[src/hw/rtl/mssp_pkg.sv]
// Shared types and constants for the five-axis servo slew limiter with PWM mapping.
`timescale 1ns / 1ps

package mssp_pkg;

  localparam int NUM_AXES = 5;
  localparam int CMD_W    = 2;
  localparam int AXIS_W   = 3;
  localparam int ANGLE_W  = 9;
  localparam int CMP_W    = 8;

  // Depth of the result queue; at least three keeps one item per cycle while the consumer does not stall.
  localparam int RES_DEPTH_DEF = 4;

  localparam logic [CMD_W-1:0] CMD_SET_TARGET = 2'd0;
  localparam logic [CMD_W-1:0] CMD_TICK       = 2'd1;
  localparam logic [CMD_W-1:0] CMD_SET_BOTH   = 2'd2;

  localparam logic [ANGLE_W-1:0] AXIS_MAX [NUM_AXES] = '{
    9'd270, 9'd180, 9'd270, 9'd270, 9'd180
  };

  typedef logic [NUM_AXES-1:0][ANGLE_W-1:0] angle_vec_t;

  typedef struct packed {
    logic [CMD_W-1:0]   cmd;
    logic [AXIS_W-1:0]  axis_index;
    logic [ANGLE_W-1:0] angle;
  } req_item_t;

  typedef struct packed {
    logic [CMP_W-1:0] compare_axis1;
    logic [CMP_W-1:0] compare_axis2;
    logic [CMP_W-1:0] compare_axis3;
    logic [CMP_W-1:0] compare_axis4;
    logic [CMP_W-1:0] compare_axis5;
    logic             settled;
  } rsp_item_t;

endpackage

[src/hw/rtl/mssp_map.sv]
// Angle to PWM compare mapping for all five axes, plus the settled flag.
`timescale 1ns / 1ps

module mssp_map
  import mssp_pkg::*;
(
  input  angle_vec_t cur_angle,
  input  angle_vec_t tgt_angle,
  output rsp_item_t  result
);

  // Each map is floor(b * num / den) with num/den reduced, computed exactly as
  // (b * ceil(2^16 * num / den)) >> 16. The rounding error of the multiplier
  // times the largest b stays below 2^16 / den, so the floor never shifts.
  localparam int PROD_W    = 26;
  localparam int MAP_SHIFT = 16;

  localparam logic [16:0] MUL_AX1 = 17'd48546;   // 20/27
  localparam logic [16:0] MUL_AX2 = 17'd69177;   // 19/18
  localparam logic [16:0] MUL_AX3 = 17'd42478;   // 35/54
  localparam logic [16:0] MUL_AX4 = 17'd42478;   // 35/54
  localparam logic [16:0] MUL_AX5 = 17'd72818;   // 10/9

  localparam logic [CMP_W-1:0] OFF_AX1 = 8'd55;
  localparam logic [CMP_W-1:0] OFF_AX2 = 8'd50;
  localparam logic [CMP_W-1:0] OFF_AX3 = 8'd50;
  localparam logic [CMP_W-1:0] OFF_AX4 = 8'd55;
  localparam logic [CMP_W-1:0] OFF_AX5 = 8'd50;

  logic [ANGLE_W-1:0] span [NUM_AXES];
  logic [PROD_W-1:0]  prod [NUM_AXES];
  logic [CMP_W-1:0]   quot [NUM_AXES];

  // The first three axes run inverted: the distance from the axis maximum.
  assign span[0] = AXIS_MAX[0] - cur_angle[0];
  assign span[1] = AXIS_MAX[1] - cur_angle[1];
  assign span[2] = AXIS_MAX[2] - cur_angle[2];
  assign span[3] = cur_angle[3];
  assign span[4] = cur_angle[4];

  assign prod[0] = PROD_W'(span[0]) * PROD_W'(MUL_AX1);
  assign prod[1] = PROD_W'(span[1]) * PROD_W'(MUL_AX2);
  assign prod[2] = PROD_W'(span[2]) * PROD_W'(MUL_AX3);
  assign prod[3] = PROD_W'(span[3]) * PROD_W'(MUL_AX4);
  assign prod[4] = PROD_W'(span[4]) * PROD_W'(MUL_AX5);

  always_comb begin
    for (int i = 0; i < NUM_AXES; i++) begin
      quot[i] = prod[i][MAP_SHIFT +: CMP_W];
    end
  end

  always_comb begin
    result.compare_axis1 = quot[0] + OFF_AX1;
    result.compare_axis2 = quot[1] + OFF_AX2;
    result.compare_axis3 = quot[2] + OFF_AX3;
    result.compare_axis4 = quot[3] + OFF_AX4;
    result.compare_axis5 = quot[4] + OFF_AX5;
    result.settled       = (cur_angle == tgt_angle);
  end

endmodule

[src/hw/rtl/mssp_fifo.sv]
// Result queue that decouples the update stage from a stalled consumer.
`timescale 1ns / 1ps

module mssp_fifo
  import mssp_pkg::*;
#(
  parameter int DEPTH = RES_DEPTH_DEF
)
(
  input  logic                       clk,
  input  logic                       rst,
  input  logic                       push,
  input  rsp_item_t                  push_item,
  output logic                       out_valid,
  input  logic                       out_stall,
  output rsp_item_t                  out_item,
  output logic [$clog2(DEPTH+1)-1:0] count
);

  localparam int AW = (DEPTH > 1) ? $clog2(DEPTH) : 1;
  localparam int CW = $clog2(DEPTH + 1);

  rsp_item_t         slots [DEPTH];
  logic [AW-1:0]     wr_ptr;
  logic [AW-1:0]     rd_ptr;
  logic              pop;

  function automatic logic [AW-1:0] ptr_inc(input logic [AW-1:0] ptr);
    return (ptr == AW'(DEPTH - 1)) ? '0 : ptr + 1'b1;
  endfunction

  assign out_valid = (count != '0);
  assign out_item  = slots[rd_ptr];
  assign pop       = out_valid && !out_stall;

  always_ff @(posedge clk) begin
    if (rst) begin
      wr_ptr <= '0;
      rd_ptr <= '0;
      count  <= '0;
    end else begin
      if (push) begin
        wr_ptr <= ptr_inc(wr_ptr);
      end
      if (pop) begin
        rd_ptr <= ptr_inc(rd_ptr);
      end
      case ({push, pop})
        2'b10:   count <= count + CW'(1);
        2'b01:   count <= count - CW'(1);
        default: count <= count;
      endcase
    end
  end

  always_ff @(posedge clk) begin
    if (push) begin
      slots[wr_ptr] <= push_item;
    end
  end

endmodule

[src/hw/rtl/multi_axis_servo_slew_pwm.sv]
// Top level: five-axis servo slew limiter with per-axis PWM compare mapping.
//
//   channel  | direction | handshake            | payload
//   ---------+-----------+----------------------+---------------------------------
//   req      | in        | req_valid/req_stall  | cmd, axis_index, angle
//   rsp      | out       | rsp_valid/rsp_stall  | five compare values, settled flag
//
// One item per cycle is taken while req_stall is low.
// The accepting edge updates the angle registers, which feed the mapping
// multipliers; the next edge writes the result queue.
// Reset clears all angles to zero and empties the queue; there is no clearing pass.
// req_stall rises when the queued results plus the item in flight would fill the
// RES_DEPTH-entry queue, so a stalled consumer backs up after RES_DEPTH items.
`timescale 1ns / 1ps

module multi_axis_servo_slew_pwm
  import mssp_pkg::*;
#(
  parameter int RES_DEPTH = RES_DEPTH_DEF
)
(
  input  logic      clk,
  input  logic      rst,
  input  logic      req_valid,
  output logic      req_stall,
  input  req_item_t req,
  output logic      rsp_valid,
  input  logic      rsp_stall,
  output rsp_item_t rsp
);

  localparam int CW = $clog2(RES_DEPTH + 1);

  angle_vec_t         cur_angle;
  angle_vec_t         tgt_angle;
  angle_vec_t         cur_angle_next;
  angle_vec_t         tgt_angle_next;
  logic [ANGLE_W-1:0] sat_angle [NUM_AXES];
  logic               accept;
  logic               upd_valid;
  logic [CW-1:0]      q_count;
  logic [CW:0]        q_fill;
  rsp_item_t          map_result;

  assign accept    = req_valid && !req_stall;
  assign q_fill    = {1'b0, q_count} + {{CW{1'b0}}, upd_valid};
  assign req_stall = (q_fill >= (CW+1)'(RES_DEPTH));

  always_comb begin
    cur_angle_next = cur_angle;
    tgt_angle_next = tgt_angle;
    for (int i = 0; i < NUM_AXES; i++) begin
      sat_angle[i] = (req.angle > AXIS_MAX[i]) ? AXIS_MAX[i] : req.angle;
    end
    if (accept) begin
      case (req.cmd) inside
        CMD_SET_TARGET, CMD_SET_BOTH: begin
          // An index beyond the last axis matches nothing and changes no state.
          for (int i = 0; i < NUM_AXES; i++) begin
            if (req.axis_index == AXIS_W'(i)) begin
              tgt_angle_next[i] = sat_angle[i];
              if (req.cmd == CMD_SET_BOTH) begin
                cur_angle_next[i] = sat_angle[i];
              end
            end
          end
        end
        CMD_TICK: begin
          for (int i = 0; i < NUM_AXES; i++) begin
            if (tgt_angle[i] > cur_angle[i]) begin
              cur_angle_next[i] = cur_angle[i] + 1'b1;
            end else if (tgt_angle[i] < cur_angle[i]) begin
              cur_angle_next[i] = cur_angle[i] - 1'b1;
            end
          end
        end
        default: begin
        end
      endcase
    end
  end

  always_ff @(posedge clk) begin
    if (rst) begin
      cur_angle <= '0;
      tgt_angle <= '0;
      upd_valid <= 1'b0;
    end else begin
      cur_angle <= cur_angle_next;
      tgt_angle <= tgt_angle_next;
      upd_valid <= accept;
    end
  end

  // The angle registers hold the state after the item in flight, so the map
  // output is that item's result when upd_valid is high.
  mssp_map u_map (
    .cur_angle (cur_angle),
    .tgt_angle (tgt_angle),
    .result    (map_result)
  );

  mssp_fifo #(
    .DEPTH (RES_DEPTH)
  ) u_fifo (
    .clk       (clk),
    .rst       (rst),
    .push      (upd_valid),
    .push_item (map_result),
    .out_valid (rsp_valid),
    .out_stall (rsp_stall),
    .out_item  (rsp),
    .count     (q_count)
  );

endmodule

[config.mk]
export PLATFORM = sky130hd
export DESIGN_NAME = multi_axis_servo_slew_pwm
export DESIGN_NICKNAME = d
export VERILOG_FILES = /design/src/hw/rtl/mssp_pkg.sv /design/src/hw/rtl/mssp_map.sv /design/src/hw/rtl/mssp_fifo.sv /design/src/hw/rtl/multi_axis_servo_slew_pwm.sv
export SDC_FILE = /design/constraint.sdc
export NUM_CORES = 1
export LEC_CHECK = 0
export ABC_AREA = 1
export BUFFER_PORTS_ARGS = -buffer_cell sky130_fd_sc_hd__buf_4
export CAP_MARGIN = 20
export CORE_ASPECT_RATIO = 1.5
export CORE_MARGIN = 2
export CORE_UTILIZATION = 33
export DETAILED_ROUTE_END_ITERATION = 16
export MAX_ROUTING_LAYER = met4
export RECOVER_POWER = 25
export SYNTH_ARGS = -nofsm -noshare
export SYNTH_HDL_FRONTEND = slang
export SYNTH_SLANG_ARGS = --single-unit
export TNS_END_PERCENT = 50
[constraint.sdc]
create_clock -name clk -period 7.1 [get_ports clk]
set_input_delay 0.355 -clock clk [delete_from_list [all_inputs] [get_ports clk]]
set_output_delay 0.355 -clock clk [all_outputs]
set_load 0.05 [all_outputs]
==> impl_summary.txt <==
----------------------------------------------------
[Run status]
  Run status ... finished, violations left
  Violations in the final reports ... max-capacitance violations, max-slew violations

[Detailed routing]
  Drt total wl ... 60120 µm
  Count of TritonRoute iterations in the first routing pass ... 5
  Via count of the routed design ... 19020
  Count of nets left with antenna violations after detail routing ... 0
  Initial detailed-routing violation count ... 652
  DR vias/cell ... around 4.8
  DRC errors left ... 0
  Mean routed wirelength per cell ... approximately 15 µm

[Timing]
  Count of final max-slew check failures ... 213
  Final count of hold timing violations ... 0
  Final total negative setup slack ... 0 ns
  Portion of the clock cycle consumed by the worst path in the final layout ... 0.8609
  Setup clock skew after layout ... between 0.015 and 0.02 ns
  Max frequency ... ~160 MHz
  Setup Viol. Count Final ... 0
  Transition time at the pin with the least slew margin ... between 3 and 4 ns
  Relative slew slack ... -1.013
  Setup repair after global routing missed its margin ... no
  Shortest clock period the worst path allows after layout ... just over 6 ns

[Global routing]
  Grt total ovfl ... 0
  Antenna violations before repair ... 1
  Vias in the first global route ... 19460
  Global-route wire length before repair ... slightly below 100000 µm
  Pin count of the biggest net entering global routing ... 65
  GRT Util Overall ... 0.1645

[Logic synthesis]
  Area share of xor/xnor cells in the synthesized design ... 0.02797
  Post-synthesis mux area share ... 0
  Fraction of registers with async set/reset ... 0
  Primary FF master, synth ... sky130_fd_sc_hd__edfxtp_1
  Cells after synthesis ... about 2900
  Number of warnings issued by yosys ... 0
  Post-synthesis sequential area ratio ... 0.2826
  Share of the synthesized area in compound gates (AO/OA/AOI/OAI) ... 0.1312
  Post-Synthesis Net Count ... 3430
  Share of the synthesized area in the top cell type ... 0.2009
  Ranking of synthesized cells by area ... sky130_fd_sc_hd__edfxtp_1 20%, sky130_fd_sc_hd__ha_1 18%, sky130_fd_sc_hd__fa_1 14%
  Area leader, netlist ... sky130_fd_sc_hd__edfxtp_1
  Post-synthesis share of cell area spent on full adders, half adders and majority gates ... 0.3158
  Total of flip-flops plus latches after synthesis ... approximately 260
  Number of enable flip-flop cells after synthesis ... between 150 and 200
  Synthesized area per cell ... approximately 8.5 µm²
  Main combinational cell family by area after synthesis ... adder cells
  Area fraction in and, or, nand and nor cells after synthesis ... 0.1518
  Area of the mapped netlist ... between 20000 and 25000 µm²
  Library cells used by synthesis ... between 50 and 60

[Critical path]
  WP data required ... 7.40 ns
  Worst reg2reg path endpoint ... u_fifo.slots[1][24]$_DFFE_PP_
  Worst path arrival time ... roughly 6.4 ns
  Crit path capture type ... flop
  CP max FO ... 11
  R2R Path Start ... cur_angle[18]$_SDFFE_PP0P_
  Most common cell on crit path ... sky130_fd_sc_hd__nand2_1
  Cell with the biggest individual delay on the critical path ... sky130_fd_sc_hd__fa_1
  CP Launch Type ... flop
  Setup slack on the worst flop-to-flop path ... a little under 1 ns
  Highest cell delay on the worst timing path ... approximately 0.63 ns
  Crit Path Class ... flop to flop
  Worst Reg2Reg Path Length in Cells ... 28

[Cells and area]
  Post-route cell area ... between 20000 and 30000 µm²
  Area growth from synthesis to layout ... 9.750%
  Most frequent cells in the layout ... 512 x sky130_fd_sc_hd__inv_1, 419 x sky130_fd_sc_hd__nand2_1, 345 x sky130_fd_sc_hd__ha_1, 253 x sky130_fd_sc_hd__o21ai_0, 226 x sky130_fd_sc_hd__nor2_1
  Number of nets in the final layout ... between 3000 and 4000
  Most frequent standard cell in the layout excluding fill and tap cells ... sky130_fd_sc_hd__inv_1
  Share of layout cells above drive strength 1 ... 0.06007
  Non-filler cells in the finished layout ... around 4000

[Floorplanning]
  Floorplan die area ... roughly 77000 µm²
  Die span in y ... between 300 and 400 µm
  Site row count ... ~120
  Boundary Pins ... 61
  Effective utilization at floorplan ... 0.3324
  Core ar. ... around 74000 µm²
  Chip Width ... 226.5 µm

[Clocking]
  Total number of H-tree levels ... 1
  Clock buffer count from CTS ... 25
  Sinks on the clock net ... 264
  Root buffer cell ... sky130_fd_sc_hd__clkbuf_16
  Number of buffers between clock root and the deepest sink ... 3
  Setup bufs post-CTS ... 0
  Clock transition at the registers of the reported paths ... 0.07 ns
  Clock tree from TritonCTS ... built
  Post-cts hold buffer count ... 0
  Clock latency on the worst-skew pair ... 0.57 ns
  Post-cts repair resize count ... 0

[Placement]
  Number of buffer cells added on primary ports ... 60
  Total placed instance area ... between 20000 and 30000 µm²
  GPL Wtd Cong ... ~0.9
  DP HPWL ... 47560 µm
  Dpl cells ... approximately 4000

[Worst hold path]
  Hold EP ... tgt_angle[19]$_SDFFE_PP0P_
  Worst min-delay path class ... input pin to flop
  Cell depth of the worst min-delay path ... 3
  Worst min-delay path startpoint ... req[1]

[Run]
  Max-Cap Viols ... 5

----------------------------------------------------
[cell usage after synthesis (all sizes together), types with 2 or more instances]
master	count
edfxtp	164
nor3b	2
a31oi	15
o221ai	4
a21boi	4
xnor2	16
nand2	447
or2	6
and2	3
o22ai	41
o21bai	6
xor2	58
a21oi	216
o31ai	8
clkbuf	41
o21a	13
ha	345
nand3b	13
inv	534
nand3	99
nor4	11
buf	11
nor2	230
o211ai	2
dfxtp	100
a211oi	9
nor3	23
o21ai	260
nand4	28
a21o	8
fa	171
[worst max-delay path by stage]
| stage | start | endpoint | slack, ns | cells after the start |
|---|---|---|---|---|
| 4_1_cts | cur_angle[18]$_SDFFE_PP0P_ | u_fifo.slots[1][24]$_DFFE_PP_ | 0.93 | 28 |
| 3_3_place_gp | cur_angle[18]$_SDFFE_PP0P_ | u_fifo.slots[0][24]$_DFFE_PP_ | 1.09 | 28 |
| 2_1_floorplan | cur_angle[18]$_SDFFE_PP0P_ | u_fifo.slots[0][24]$_DFFE_PP_ | 1.40 | 27 |
| 5_1_grt | cur_angle[18]$_SDFFE_PP0P_ | u_fifo.slots[1][24]$_DFFE_PP_ | 0.43 | 29 |
| 6_report | cur_angle[18]$_SDFFE_PP0P_ | u_fifo.slots[1][24]$_DFFE_PP_ | 0.99 | 28 |
| 3_5_place_dp | cur_angle[18]$_SDFFE_PP0P_ | u_fifo.slots[2][24]$_DFFE_PP_ | 0.94 | 28 |
[final cells by class]
cell class                      count  area, µm²
Clock inverter                     17      191.4
Clock buffer                       27      633.1
Antenna cell                        1      2.502
Multi-Input combinational cell   2045      15360
Inverter                          535       2008
Sequential cell                   264       6928
Fill cell                        7511      46830
Timing Repair Buffer               75      534.3
Tap cell                          992       1241
[critical path, delay by kind of cell (launching register included)]
family	cells	cell delay, ns
AOI/OAI and AO/OA	1	0.22
adders and majority gates	7	3.05
DFF	1	0.31
xor gates and xnor gates	2	0.67
buffers and inverters	6	0.55
and+or+nand+nor	12	1.05
[cells by family (layout without fill, tap and decap cells)]
group | Yosys count | in the layout
compound gates | 592 | 592
xor+xnor | 74 | 74
fa+ha+maj | 516 | 516
buf+inv | 587 | 654
flops | 264 | 264
other cells | 0 | 1
simple gates | 863 | 863
[metrics by stage]
step                      hold WS (ns)  setup WS [ns]  utilization
final                           0.1495         0.9873       0.3648
after global placement          0.4588          1.091       0.3540
after CTS                       0.1081         0.9290       0.3652
after global routing            0.1598         0.4304       0.3648
after detailed placement        0.4565         0.9420       0.3541
after floorplan                 0.4331          1.398            -
[metal layers]
metal	vias up	share of wire	GRT usage	wire length (µm)
li1	9705	-	-	-
met1	8947	0.42	0.1856	25480
met2	268	0.51	0.2996	30910
met3	102	0.031	0.01786	1839
met4	0	0.032	0.05753	1901
met5	-	0	-	0
[state kept, by name (all words and copies together) (netlist names), named ones only]
register,cells
cur_angle,45
tgt_angle,45
upd_valid,1
u_fifo.wr_ptr,2
u_fifo.count,3
u_fifo.rd_ptr,2
u_fifo.slots,164
Power is not shown: default switching activity piles up to over one toggle a cycle in this logic, so the estimate is an artifact.
